==> src/sv/assert_macros.svh <==
// ----------------------------------------------------------------------------
// assert_macros.svh
// Concurrent assertion shorthands shared by the RTL; empty in synthesis.
// ----------------------------------------------------------------------------
`ifndef ASSERT_MACROS_SVH
`define ASSERT_MACROS_SVH

`ifndef SYNTHESIS

// expr must hold at every clock edge out of reset
`define ASSERT_ALWAYS(lbl, clk, rstn, expr) \
  lbl: assert property (@(posedge clk) disable iff (!rstn) (expr)) \
    else $error("assertion failed: invariant violated");

// cons must hold in the same cycle as ante
`define ASSERT_IMPLIES(lbl, clk, rstn, ante, cons) \
  lbl: assert property (@(posedge clk) disable iff (!rstn) (ante) |-> (cons)) \
    else $error("assertion failed: implication violated");

// cons must hold in the cycle after ante
`define ASSERT_NEXT(lbl, clk, rstn, ante, cons) \
  lbl: assert property (@(posedge clk) disable iff (!rstn) (ante) |=> (cons)) \
    else $error("assertion failed: next-cycle implication violated");

`else

`define ASSERT_ALWAYS(lbl, clk, rstn, expr)
`define ASSERT_IMPLIES(lbl, clk, rstn, ante, cons)
`define ASSERT_NEXT(lbl, clk, rstn, ante, cons)

`endif

`endif

==> src/sv/sbr_pkg.sv <==
// ----------------------------------------------------------------------------
// sbr_pkg
// Shared types and constants of the stream byte reassembler.
// ----------------------------------------------------------------------------
`default_nettype none

package sbr_pkg;

  localparam int IDX_W   = 32;  // stream index
  localparam int BYTE_W  = 8;
  localparam int SPACE_W = 6;   // downstream free space
  localparam int HELD_W  = 6;   // held byte count
  localparam int RUN_MAX = 32;  // most words one item may deliver

  typedef enum logic {
    KIND_BYTE,  // carries a payload byte
    KIND_MARK   // empty item, possibly with an end mark
  } item_kind_e;

  typedef enum logic {
    ST_EVAL,
    ST_DRAIN
  } state_e;

  // classified item handed from the front end to the back end
  typedef struct packed {
    logic [IDX_W-1:0]   idx;
    logic [BYTE_W-1:0]  data;
    item_kind_e         kind;
    logic               set_end;
    logic [IDX_W-1:0]   end_val;
    logic [SPACE_W-1:0] space;    // already clamped
  } item_t;

endpackage

`default_nettype wire

==> src/sv/stream_byte_reassembler.sv <==
// Path: an accepted word waits in the front-end queue, is evaluated by the back
// end and is registered in the output word register as its first result.
// Throughput: one input word per cycle while no held bytes are drained and the
// output is not stalled; each extra delivered byte is read from the window
// buffer one window read per cycle, so an item delivers 1 to 32 words.
// Reset: asynchronous, active low; clears stream state, valid marks and queue;
// the byte buffer itself is not cleared and needs no clearing pass.
// ----------------------------------------------------------------------------
// stream_byte_reassembler
// Reorders indexed stream bytes into in-order delivery with a window buffer.
// ----------------------------------------------------------------------------
`default_nettype none

module stream_byte_reassembler #(
  parameter int WINDOW_SIZE = 32
) (
  input  wire                                clk_i,
  input  wire                                rst_ni,
  input  wire                                in_valid_i,
  output logic                               in_stall_o,
  input  wire  [sbr_pkg::IDX_W-1:0]          byte_index_i,
  input  wire  [sbr_pkg::BYTE_W-1:0]         data_byte_i,
  input  wire                                segment_end_i,
  input  wire                                final_segment_i,
  input  wire                                empty_segment_i,
  input  wire  [sbr_pkg::SPACE_W-1:0]        downstream_space_i,
  output logic                               out_valid_o,
  input  wire                                out_stall_i,
  output logic [sbr_pkg::BYTE_W-1:0]         out_byte_o,
  output logic                               byte_valid_o,
  output logic                               stream_closed_o,
  output logic [sbr_pkg::HELD_W-1:0]         pending_count_o,
  output logic                               run_last_o
);

  sbr_pkg::item_t item;
  logic           item_valid, item_pop;

  sbr_front #(
    .WINDOW_SIZE(WINDOW_SIZE)
  ) u_front (
    .clk_i              (clk_i),
    .rst_ni             (rst_ni),
    .in_valid_i         (in_valid_i),
    .in_stall_o         (in_stall_o),
    .byte_index_i       (byte_index_i),
    .data_byte_i        (data_byte_i),
    .segment_end_i      (segment_end_i),
    .final_segment_i    (final_segment_i),
    .empty_segment_i    (empty_segment_i),
    .downstream_space_i (downstream_space_i),
    .item_o             (item),
    .item_valid_o       (item_valid),
    .item_pop_i         (item_pop)
  );

  sbr_back #(
    .WINDOW_SIZE(WINDOW_SIZE)
  ) u_back (
    .clk_i           (clk_i),
    .rst_ni          (rst_ni),
    .item_i          (item),
    .item_valid_i    (item_valid),
    .item_pop_o      (item_pop),
    .out_valid_o     (out_valid_o),
    .out_stall_i     (out_stall_i),
    .out_byte_o      (out_byte_o),
    .byte_valid_o    (byte_valid_o),
    .stream_closed_o (stream_closed_o),
    .pending_count_o (pending_count_o),
    .run_last_o      (run_last_o)
  );

endmodule

`default_nettype wire

==> src/sv/sbr_front.sv <==
// ----------------------------------------------------------------------------
// sbr_front
// Input side: classifies each word (byte or mark, end position, clamped
// space) and holds it in a two-entry queue for the back end.
// ----------------------------------------------------------------------------
`default_nettype none

module sbr_front #(
  parameter int WINDOW_SIZE = 32
) (
  input  wire                                clk_i,
  input  wire                                rst_ni,
  input  wire                                in_valid_i,
  output logic                               in_stall_o,
  input  wire  [sbr_pkg::IDX_W-1:0]          byte_index_i,
  input  wire  [sbr_pkg::BYTE_W-1:0]         data_byte_i,
  input  wire                                segment_end_i,
  input  wire                                final_segment_i,
  input  wire                                empty_segment_i,
  input  wire  [sbr_pkg::SPACE_W-1:0]        downstream_space_i,
  output sbr_pkg::item_t                     item_o,
  output logic                               item_valid_o,
  input  wire                                item_pop_i
);

  localparam int SPACE_LIM = (WINDOW_SIZE < sbr_pkg::RUN_MAX) ? WINDOW_SIZE
                                                              : sbr_pkg::RUN_MAX;
  localparam logic [sbr_pkg::SPACE_W-1:0] SPACE_CAP = SPACE_LIM[sbr_pkg::SPACE_W-1:0];
  localparam int QDEPTH = 2;
  localparam int QPTR_W = $clog2(QDEPTH);

  sbr_pkg::item_t item_in;
  sbr_pkg::item_t queue_q [QDEPTH];
  logic [QPTR_W-1:0] wr_ptr_q, rd_ptr_q;
  logic [QPTR_W:0]   count_q;
  logic push, pop;

  always_comb begin
    item_in.idx     = byte_index_i;
    item_in.data    = data_byte_i;
    item_in.kind    = empty_segment_i ? sbr_pkg::KIND_MARK : sbr_pkg::KIND_BYTE;
    item_in.set_end = final_segment_i & (empty_segment_i | segment_end_i);
    // an empty final item marks the end at its own index
    item_in.end_val = empty_segment_i ? byte_index_i : byte_index_i + 1'b1;
    item_in.space   = (downstream_space_i > SPACE_CAP) ? SPACE_CAP : downstream_space_i;
  end

  assign in_stall_o   = (count_q == QDEPTH[QPTR_W:0]);
  assign item_valid_o = (count_q != '0);
  assign item_o       = queue_q[rd_ptr_q];
  assign push         = in_valid_i & ~in_stall_o;
  assign pop          = item_pop_i & item_valid_o;

  always_ff @(posedge clk_i) begin
    if (push) begin
      queue_q[wr_ptr_q] <= item_in;
    end
  end

  always_ff @(posedge clk_i or negedge rst_ni) begin
    if (!rst_ni) begin
      wr_ptr_q <= '0;
      rd_ptr_q <= '0;
      count_q  <= '0;
    end else begin
      if (push) wr_ptr_q <= wr_ptr_q + 1'b1;
      if (pop)  rd_ptr_q <= rd_ptr_q + 1'b1;
      case ({push, pop})
        2'b10:   count_q <= count_q + 1'b1;
        2'b01:   count_q <= count_q - 1'b1;
        default: count_q <= count_q;
      endcase
    end
  end

endmodule

`default_nettype wire

==> src/sv/sbr_back.sv <==
// ----------------------------------------------------------------------------
// sbr_back
// Execution side: owns the stream state and the window buffer, places or
// delivers each word, drains consecutive held bytes one per unstalled cycle.
// ----------------------------------------------------------------------------
`default_nettype none
`include "assert_macros.svh"

module sbr_back #(
  parameter int WINDOW_SIZE = 32
) (
  input  wire                                clk_i,
  input  wire                                rst_ni,
  input  sbr_pkg::item_t                     item_i,
  input  wire                                item_valid_i,
  output logic                               item_pop_o,
  output logic                               out_valid_o,
  input  wire                                out_stall_i,
  output logic [sbr_pkg::BYTE_W-1:0]         out_byte_o,
  output logic                               byte_valid_o,
  output logic                               stream_closed_o,
  output logic [sbr_pkg::HELD_W-1:0]         pending_count_o,
  output logic                               run_last_o
);

  localparam int SLOT_W = $clog2(WINDOW_SIZE);
  localparam logic [SLOT_W:0]   WIN_VAL   = WINDOW_SIZE[SLOT_W:0];
  localparam logic [SLOT_W-1:0] LAST_SLOT = SLOT_W'(WINDOW_SIZE - 1);

  sbr_pkg::state_e state_q, state_d;

  logic [sbr_pkg::IDX_W-1:0]   ne_q, ne_d, end_q, end_d;
  logic [SLOT_W-1:0]           ne_slot_q, ne_slot_d;
  logic                        known_q, known_d, closed_q, closed_d;
  logic [WINDOW_SIZE-1:0]      valid_q, valid_d;
  logic [sbr_pkg::HELD_W-1:0]  held_q, held_d;
  logic [sbr_pkg::SPACE_W-1:0] rem_q, rem_d;

  logic [sbr_pkg::BYTE_W-1:0]  win_mem_q [WINDOW_SIZE];
  logic [sbr_pkg::BYTE_W-1:0]  rd_data_q;
  logic                        rd_en, wr_en;
  logic [SLOT_W-1:0]           rd_addr, wr_addr;

  logic                        out_free, emit, emit_bv, emit_last, do_close;
  logic [sbr_pkg::BYTE_W-1:0]  emit_byte;

  // item classification against the current state
  logic [sbr_pkg::IDX_W:0]     diff;
  logic [sbr_pkg::IDX_W-1:0]   off, ne_inc, end_w;
  logic                        known_w, ok, off_zero;
  logic [SLOT_W:0]             slot_sum;
  logic [SLOT_W-1:0]           store_slot, nslot;

  assign end_w    = item_i.set_end ? item_i.end_val : end_q;
  assign known_w  = known_q | item_i.set_end;
  assign diff     = {1'b0, item_i.idx} - {1'b0, ne_q};
  assign off      = diff[sbr_pkg::IDX_W-1:0];
  assign off_zero = (off == '0);
  assign ok       = ~diff[sbr_pkg::IDX_W]
                  & (off[sbr_pkg::IDX_W-1:sbr_pkg::SPACE_W] == '0)
                  & (off[sbr_pkg::SPACE_W-1:0] < item_i.space)
                  & ~(known_w & (item_i.idx >= end_w));
  // off stays below the window size whenever ok, so one subtract wraps it
  assign slot_sum   = {1'b0, ne_slot_q} + {1'b0, off[SLOT_W-1:0]};
  assign store_slot = (slot_sum >= WIN_VAL) ? SLOT_W'(slot_sum - WIN_VAL)
                                            : slot_sum[SLOT_W-1:0];
  // the slot restarts at zero when the index wraps
  assign nslot      = ((ne_slot_q == LAST_SLOT) || (&ne_q)) ? '0 : ne_slot_q + 1'b1;
  assign ne_inc     = ne_q + 1'b1;
  assign out_free   = ~out_valid_o | ~out_stall_i;

  always_comb begin
    state_d    = state_q;
    ne_d       = ne_q;
    ne_slot_d  = ne_slot_q;
    end_d      = end_q;
    known_d    = known_q;
    closed_d   = closed_q;
    valid_d    = valid_q;
    held_d     = held_q;
    rem_d      = rem_q;
    item_pop_o = 1'b0;
    rd_en      = 1'b0;
    rd_addr    = nslot;
    wr_en      = 1'b0;
    wr_addr    = store_slot;
    emit       = 1'b0;
    emit_bv    = 1'b0;
    emit_byte  = '0;
    emit_last  = 1'b1;
    do_close   = 1'b0;

    unique case (state_q)
      sbr_pkg::ST_EVAL: begin
        if (item_valid_i && out_free) begin
          emit       = 1'b1;
          item_pop_o = 1'b1;
          if (!closed_q) begin
            end_d   = end_w;
            known_d = known_w;
            if (item_i.kind == sbr_pkg::KIND_BYTE && ok && off_zero) begin
              if (valid_q[ne_slot_q]) begin
                valid_d[ne_slot_q] = 1'b0;
                held_d             = held_q - 1'b1;
              end
              ne_d      = ne_inc;
              ne_slot_d = nslot;
              rem_d     = item_i.space - 1'b1;
              emit_bv   = 1'b1;
              emit_byte = item_i.data;
              if (known_w && (ne_inc >= end_w)) begin
                do_close = 1'b1;
              end else if ((rem_d != '0) && valid_q[nslot]) begin
                rd_en     = 1'b1;
                emit_last = 1'b0;
                state_d   = sbr_pkg::ST_DRAIN;
              end
            end else begin
              if (item_i.kind == sbr_pkg::KIND_BYTE && ok) begin
                wr_en = 1'b1;
                if (!valid_q[store_slot]) begin
                  valid_d[store_slot] = 1'b1;
                  held_d              = held_q + 1'b1;
                end
              end
              do_close = known_w && (ne_q >= end_w);
            end
          end
        end
      end
      sbr_pkg::ST_DRAIN: begin
        if (out_free) begin
          emit               = 1'b1;
          emit_bv            = 1'b1;
          emit_byte          = rd_data_q;
          valid_d[ne_slot_q] = 1'b0;
          held_d             = held_q - 1'b1;
          ne_d               = ne_inc;
          ne_slot_d          = nslot;
          rem_d              = rem_q - 1'b1;
          state_d            = sbr_pkg::ST_EVAL;
          if (known_q && (ne_inc >= end_q)) begin
            do_close = 1'b1;
          end else if ((rem_d != '0) && valid_q[nslot]) begin
            rd_en     = 1'b1;
            emit_last = 1'b0;
            state_d   = sbr_pkg::ST_DRAIN;
          end
        end
      end
      default: state_d = sbr_pkg::ST_EVAL;
    endcase

    if (do_close) begin
      closed_d = 1'b1;
      valid_d  = '0;
      held_d   = '0;
    end
  end

  always_ff @(posedge clk_i) begin
    if (wr_en) win_mem_q[wr_addr] <= item_i.data;
    if (rd_en) rd_data_q <= win_mem_q[rd_addr];
  end

  always_ff @(posedge clk_i or negedge rst_ni) begin
    if (!rst_ni) begin
      state_q   <= sbr_pkg::ST_EVAL;
      ne_q      <= '0;
      ne_slot_q <= '0;
      end_q     <= '0;
      known_q   <= 1'b0;
      closed_q  <= 1'b0;
      valid_q   <= '0;
      held_q    <= '0;
      rem_q     <= '0;
    end else begin
      state_q   <= state_d;
      ne_q      <= ne_d;
      ne_slot_q <= ne_slot_d;
      end_q     <= end_d;
      known_q   <= known_d;
      closed_q  <= closed_d;
      valid_q   <= valid_d;
      held_q    <= held_d;
      rem_q     <= rem_d;
    end
  end

  // output word register; status reflects state after this word
  always_ff @(posedge clk_i or negedge rst_ni) begin
    if (!rst_ni) begin
      out_valid_o <= 1'b0;
    end else if (out_free) begin
      out_valid_o <= emit;
    end
  end

  always_ff @(posedge clk_i) begin
    if (emit) begin
      out_byte_o      <= emit_byte;
      byte_valid_o    <= emit_bv;
      stream_closed_o <= closed_d;
      pending_count_o <= held_d;
      run_last_o      <= emit_last;
    end
  end

  `ASSERT_ALWAYS(a_held_matches_marks, clk_i, rst_ni, held_q == $countones(valid_q))
  `ASSERT_IMPLIES(a_closed_no_marks, clk_i, rst_ni, closed_q, valid_q == '0)
  `ASSERT_IMPLIES(a_drain_open, clk_i, rst_ni, state_q == sbr_pkg::ST_DRAIN, !closed_q)
  `ASSERT_IMPLIES(a_drain_slot_held, clk_i, rst_ni, state_q == sbr_pkg::ST_DRAIN, valid_q[ne_slot_q])

endmodule

`default_nettype wire
==> config.mk <==
export PLATFORM = sky130hd
export DESIGN_NAME = stream_byte_reassembler
export DESIGN_NICKNAME = d
export VERILOG_FILES = /design/src/sv/sbr_pkg.sv /design/src/sv/stream_byte_reassembler.sv /design/src/sv/sbr_front.sv /design/src/sv/sbr_back.sv
export VERILOG_INCLUDE_DIRS = /design/src /design/src/sv
export SDC_FILE = /design/constraint.sdc
export NUM_CORES = 1
export LEC_CHECK = 0
export BUFFER_PORTS_ARGS = -buffer_cell sky130_fd_sc_hd__buf_2
export CAP_MARGIN = 20
export CORE_UTILIZATION = 44
export DETAILED_ROUTE_END_ITERATION = 7
export GPL_TIMING_DRIVEN = 0
export PLACE_DENSITY = 0.69
export RECOVER_POWER = 25
export SLEW_MARGIN = 20
export SYNTH_ARGS = -nofsm -noshare
export SYNTH_HDL_FRONTEND = slang
export SYNTH_HIERARCHICAL = 1
export SYNTH_SLANG_ARGS = --single-unit
export TNS_END_PERCENT = 20
==> constraint.sdc <==
create_clock -name clk_i -period 7.3 [get_ports clk_i]
set_input_delay 1.095 -clock clk_i [delete_from_list [all_inputs] [get_ports clk_i]]
set_output_delay 1.095 -clock clk_i [all_outputs]
set_load 0.02 [all_outputs]
==> results.cfg, run 1 <==
[yosys]
yosys.area_share.adder_pct = 7.67
yosysSeqAreaShare_pct = 53.6
synth_cell_type_count = 87
synth_top_family_by_area = compound AO/OA/AOI/OAI gates
ys_warn_count = 6
syn_area_per_cell_um2 = 11.4
synth_edf_count = 441
synth_most_common_cell = edfxtp_1
synth_top_cell_area_share_pct = 43.6
syn_inst = 2657
syn_area_um2 = 30400
synth_ff_type = edfxtp_1
synth-xor-area-share_pct = 3.64
synth_common_cells = edfxtp_1, nand2_1, ha_1
synth-seq-cells = 562
synth_compound_area_share_pct = 13.5
synth_simple_gate_area_share_pct = 12.6
yosys.area.top_type = edfxtp_1
synthTopCellsByArea = edfxtp_1, dfrtp_1, ha_1
synth_mux_area_share_pct = 5.87
synth_nets = 2895
async_reset_ff_share_pct = 21.5

[finish]
fin_cells = 3724
final.fill_count = 5849
syn_to_final_growth_pct = 13.0
design_area_um2 = 34300
fin_nets = 3036
finish.utilization_pct = 50.6
layout-drive-gt1-share_pct = 12.0

[global_route]
track_usage_pct = 24.7
grt_pass1_wl_um = 133000
grt_antenna_before_repair = 0
met3_usage_pct = 3.90
met1_usage_pct = 33.6
busiest_layer = met2
grt_pass1_vias = 22500
overflow = 0
met2_usage_pct = 40.0
grt_max_degree = 85

[die]
die_h_um = 265
ioPinCount = 72
coreArea_um2 = 67800
die_area_um2 = 70100
rows = 95
start_util_pct = 44.8
fp.dieW_um = 265

[sta]
fin_crit_ps = 6980
fmax_ghz = 0.143
tightestPinTransition_ps = 4100
grt_setup_unrepaired = false
finalHoldViolCount = 0
max_slew_margin_pct = -173
maxSlewViolCount = 196
min_period_over_period_pct = 95.6
setup_violations = 0
fin_worst_skew_ps = 77.4

[route]
drt-total-wl_um = 88000
final_antenna_net_count = 0
vias = 22800
avgRoutedWirePerCell_um = 23.6
route.detailed.drc = 0
vias_per_cell = 6.12
first_iter_violations = 2590
dr.pass1.iters = 6

[placement]
port_buffers = 71
globalplace.congestion = 0.987
dpl_cell_area_um2 = 32000
hpwl_um = 63500
dp_cells = 3608

[setup_path]
critical_path.max_fanout = 10
required_ps = 7610
startpoint_type = flip-flop
rr_startpoint = u_front/rd_ptr_q
worst_setup_path_end_kind = flip-flop
r2r_end = u_back/win_mem_q[13][0]
arrival_ps = 7290
rrSetupSlack_ps = 320
crit_type = flip-flop to flip-flop
rr_worst_depth = 19

[clock_network]
cts_buffers = 60
cts-htree-levels = 2
holdBufCountCts = 0
clockBufferDepth = 3
clock_sinks = 562
cts_root_buf = clkbuf_16
cts_tree = yes
insertion_delay_ps = 660
clkTransAtPathRegs_ps = 70

[worst_hold_path]
hold_start = u_front/wr_ptr_q
hold_path_end = u_front/wr_ptr_q
hold_path_depth = 1
hp-class = flip-flop to flip-flop

[run_status]
status = finished, violations left
violations = max-capacitance violations, max-slew violations

[job]
maxCapViolations = 5

[power]
leakagePower_nw = 12.8
power.density_nw_per_um2 = 469
ir_drop_uv = 280
## stage by stage
stage | hold WS, ps | setup WS [ps] | TNS (ps) | power, mW
floorplan | 457 | 1020 | 0 | 9.60
global placement | 476 | -2070 | -524910 | 12.2
detailed placement | 496 | -1610 | -497070 | 12.4
CTS | 316 | 74.4 | 0 | 15.9
global route | 534 | 100 | 0 | 16.9
finish | 502 | 321 | 0 | 16.1
## worst max-delay path by stage
stage                startpoint                 endpoint  slack, ps  depth (start not counted)
3_3_place_gp   u_front/rd_ptr_q      u_back/rd_data_q[2]      -2070                         19
3_5_place_dp   u_front/rd_ptr_q   u_back/win_mem_q[8][1]      -1610                         20
4_1_cts        u_front/rd_ptr_q  u_back/win_mem_q[13][4]         70                         18
6_report       u_front/rd_ptr_q  u_back/win_mem_q[13][0]        320                         19
5_1_grt                  rst_ni         u_back/held_q[2]        100                          2
2_1_floorplan  u_front/rd_ptr_q      u_back/rd_data_q[0]       1020                         19
## placed cells by master, fill, tap and decap left out, drive strengths merged, types with 11 or more instances in the layout
cell / instances
o211ai: 46
buf: 64
xor2: 29
nand3: 115
a21oi: 170
o21ai: 106
edfxtp: 441
o21a: 17
a311oi: 13
clkinv: 20
nor2: 164
mux4: 17
and3: 25
a31oi: 36
bufinv: 11
a21o: 47
nor2b: 20
ha: 183
nor4: 28
a211oi: 21
and2: 16
nor3: 34
nand4: 49
o22ai: 35
nand2b: 30
xnor2: 97
inv: 107
dfrtp: 121
nand2: 255
clkbuf: 221
o221ai: 38
mux2: 87
mux2i: 42
## area by class of cell
type                    instances  area [µm²]  share of cell area [%]
diodes                          1        2.50                 0.00729
well taps                     873        1090                    3.18
clock inverters                36         546                    1.59
plain buffers                 127         548                    1.60
inverters                     106         398                    1.16
multi-input cells            1860       13400                    39.2
flip-flops and latches        562       16300                    47.4
repair buffers                 81         410                    1.20
clock buffers                  78        1600                    4.66
## critical path: stages (launching register included)
cell	delay [ps]
dfrtp_1	660
clkbuf_4	410
mux2_2	490
clkbuf_4	410
mux2i_1	410
ha_1	330
and4_1	210
a2111oi_0	370
o21ai_1	220
a2111oi_4	520
o221ai_1	200
nor4_1	370
o211ai_1	200
nor4_4	160
buf_4	200
and2_1	190
o211ai_1	240
nand2b_1	250
clkbuf_2	380
nor2_4	370
## power breakdown
group	internal, mW	total (mW)	leakage [nW]	switching [mW]
combinational	2.59	8.48	6.23	5.89
clock	1.95	3.26	1.04	1.31
sequential	4.12	4.35	5.55	0.225
total	8.66	16.1	12.8	7.43
## logic make-up (layout without fill, tap and decap cells)
| family | after synthesis | count (layout) |
|---|---|---|
| xor+xnor | 126 | 126 |
| other cells | 0 | 1 |
| buf+inv | 235 | 428 |
| mux | 146 | 146 |
| flops | 562 | 562 |
| simple gates | 784 | 784 |
| fa+ha+maj | 185 | 185 |
| compound gates | 619 | 619 |
## flip-flops by register name, summed over array words and instances, names as in the netlist, 2 cells and up
signal and cells:
u_back/out_byte_o 8, u_back/valid_q 32, u_back/held_q 6, u_back/rd_data_q 8
u_front/count_q 2, u_back/win_mem_q 256, u_back/pending_count_o 6, u_front/queue_q 160
u_back/rem_q 6, u_back/ne_slot_q 5, u_back/end_q 32, u_back/ne_q 32
## layer usage
metal  share of wire (%)  vias up
met1                  42    11300
met5                   0        -
met2                  47      951
li1                    -    10300
met4                 3.2        0
met3                 7.6      166
## what timing repair did
item	in CTS	in global routing
gates resized for setup	74	5
setup buffers	1	2
setup endpoints to repair	364	294
pin swaps	1	1
(Power assumes the default switching activity.)
==> run 2: changes to the inputs <==
==> constraint.sdc (replaced) <==
create_clock -name clk_i -period 8.3 [get_ports clk_i]
set_input_delay 1.245 -clock clk_i [delete_from_list [all_inputs] [get_ports clk_i]]
set_output_delay 1.245 -clock clk_i [all_outputs]
set_load 0.02 [all_outputs]
==> run 2 against run 1 <==
The run still ends with max-capacitance violations, max-slew violations left. Wire length down 0.49%. First-iteration DRC count down 2.7%. Count of clock-buffer cells in the layout unchanged. Highest routed layer unchanged. Clock power down 12%. Clock skew down 0.83 ps. Non-clock buffer count down 2. Combinational power down 15%. Global-route usage about the same.
==> results.cfg, run 2 (synthesis results as in run 1) <==
[run_status]
status = finished, violations left
violations = max-capacitance violations, max-slew violations

[worst_hold_path]
hold_path_depth = 1
hold_path_end = u_front/wr_ptr_q
hp-class = flip-flop to flip-flop
hold_start = u_front/wr_ptr_q

[finish]
layout_commonest_cell = edfxtp_1
layout-drive-gt1-share_pct = 10.5
fin_cells = 3722
mostFrequentLayoutCells = edfxtp_1, nand2_1, ha_1
syn_to_final_growth_pct = 12.0
top_regs = u_back/win_mem_q: 256 flops, u_front/queue_q: 160 flops
design_area_um2 = 34000
fin_nets = 3034
largest-register = u_back/win_mem_q
largest_reg_flops = 256

[sta]
whs_ps = 502
tightestPinTransition_ps = 4930
maxSlewViolCount = 196
setup_violations = 0
finalHoldViolCount = 0
fin_crit_ps = 8000
tns_ps = 0
min_period_over_period_pct = 96.4
fmax_ghz = 0.125
max_slew_margin_pct = -229
fin_worst_skew_ps = 76.5
grt_setup_unrepaired = true

[route]
dr.pass1.iters = 8
final_antenna_net_count = 0
avgRoutedWirePerCell_um = 23.5
vias_per_cell = 6.10
first_iter_violations = 2519
vias = 22700
drt-total-wl_um = 87600
route.detailed.drc = 0

[placement]
port_buffers = 71
dp_cells = 3608
globalplace.congestion = 0.987
hpwl_um = 63500
dpl_cell_area_um2 = 32000

[setup_path]
rr_startpoint = u_front/rd_ptr_q
startpoint_type = flip-flop
rr_worst_depth = 19
crit_type = flip-flop to flip-flop
rrSetupSlack_ps = 300
required_ps = 8560
critical_path.max_fanout = 10
arrival_ps = 8260
worst_setup_path_end_kind = flip-flop
r2r_end = u_back/win_mem_q[9][3]

[clock_network]
clockBufferDepth = 3
clock_sinks = 562
clkTransAtPathRegs_ps = 70
cts-htree-levels = 2
cts_root_buf = clkbuf_16
holdBufCountCts = 0
insertion_delay_ps = 660
cts_buffers = 60
cts_tree = yes

[die]
die_area_um2 = 70100
die_h_um = 265
start_util_pct = 44.8
coreArea_um2 = 67800
ioPinCount = 72
fp.dieW_um = 265
rows = 95

[global_route]
grt_max_degree = 85
grt_antenna_before_repair = 0
grt_pass1_wl_um = 133000
grt_pass1_vias = 22500
overflow = 0
track_usage_pct = 24.6

[job]
maxCapViolations = 5

[power]
ir_drop_uv = 235
leakagePower_nw = 12.8
power.density_nw_per_um2 = 409
run 2: report_power, final:
part | switching, mW | internal [mW] | leakage (nW)
combinational | 4.98 | 2.25 | 6.18
clock | 1.15 | 1.71 | 1.04
sequential | 0.187 | 3.63 | 5.55
total | 6.32 | 7.59 | 12.8
run 2: worst max path at each step:
stage / start / to / slack [ps] / cells after the start
2_1_floorplan: u_front/rd_ptr_q / u_back/rd_data_q[0] / 2020 / 19
3_3_place_gp: u_front/rd_ptr_q / u_back/rd_data_q[2] / -1070 / 19
3_5_place_dp: u_front/rd_ptr_q / u_back/win_mem_q[8][1] / -610 / 20
4_1_cts: u_front/rd_ptr_q / u_back/win_mem_q[8][3] / 390 / 19
5_1_grt: u_front/rd_ptr_q / u_back/win_mem_q[12][1] / -4 / 19
6_report: u_front/rd_ptr_q / u_back/win_mem_q[9][3] / 300 / 19
run 2: repair_timing:
action	CTS	global route
setup endpoints to repair	345	31
gates resized for setup	3	4
setup buffers	0	0
pin swaps	0	0
run 2: cell type report:
type                    instances  area (µm²)
diodes                          1        2.50
fillers                      5879       33800
repair buffers                 78         379
multi-input cells            1860       13200
well taps                     873        1090
clock buffers                  78        1600
plain buffers                 128         541
clock inverters                36         546
flip-flops and latches        562       16300
inverters                     106         398
run 2: through the flow:
stage          power [mW]  utilization, %  setup WS [ps]
2_1_floorplan        8.44               -           2020
3_3_place_gp         10.7            46.9          -1070
3_5_place_dp         10.9            47.2           -607
4_1_cts              13.8            50.4            388
5_1_grt              14.6            50.2          -4.42
6_report             13.9            50.2            302
run 2: critical path, cell delays in order, from the launching register on:
cell and delay, ps:
dfrtp_1 320, clkbuf_1 530, clkbuf_2 520, mux2_2 540, clkbuf_2 500, mux2i_1 440, ha_1 340, a21o_1 180
a2111oi_0 390, o21ai_1 200, a2111oi_2 640, o221ai_1 220, nor4_1 380, o211ai_1 200, nor4_4 490, and2_1 260
o211ai_1 220, nand2b_1 240, clkbuf_1 310, nor2_1 660
run 2: routing by layer:
metal  part of all wire (%)  vias up  GRT usage [%]
met5                      0        -              0
met4                    3.7        0           8.40
met3                    7.5      191           3.87
met2                     46      989           40.1
met1                     42    11200           33.6
li1                       -    10300              -
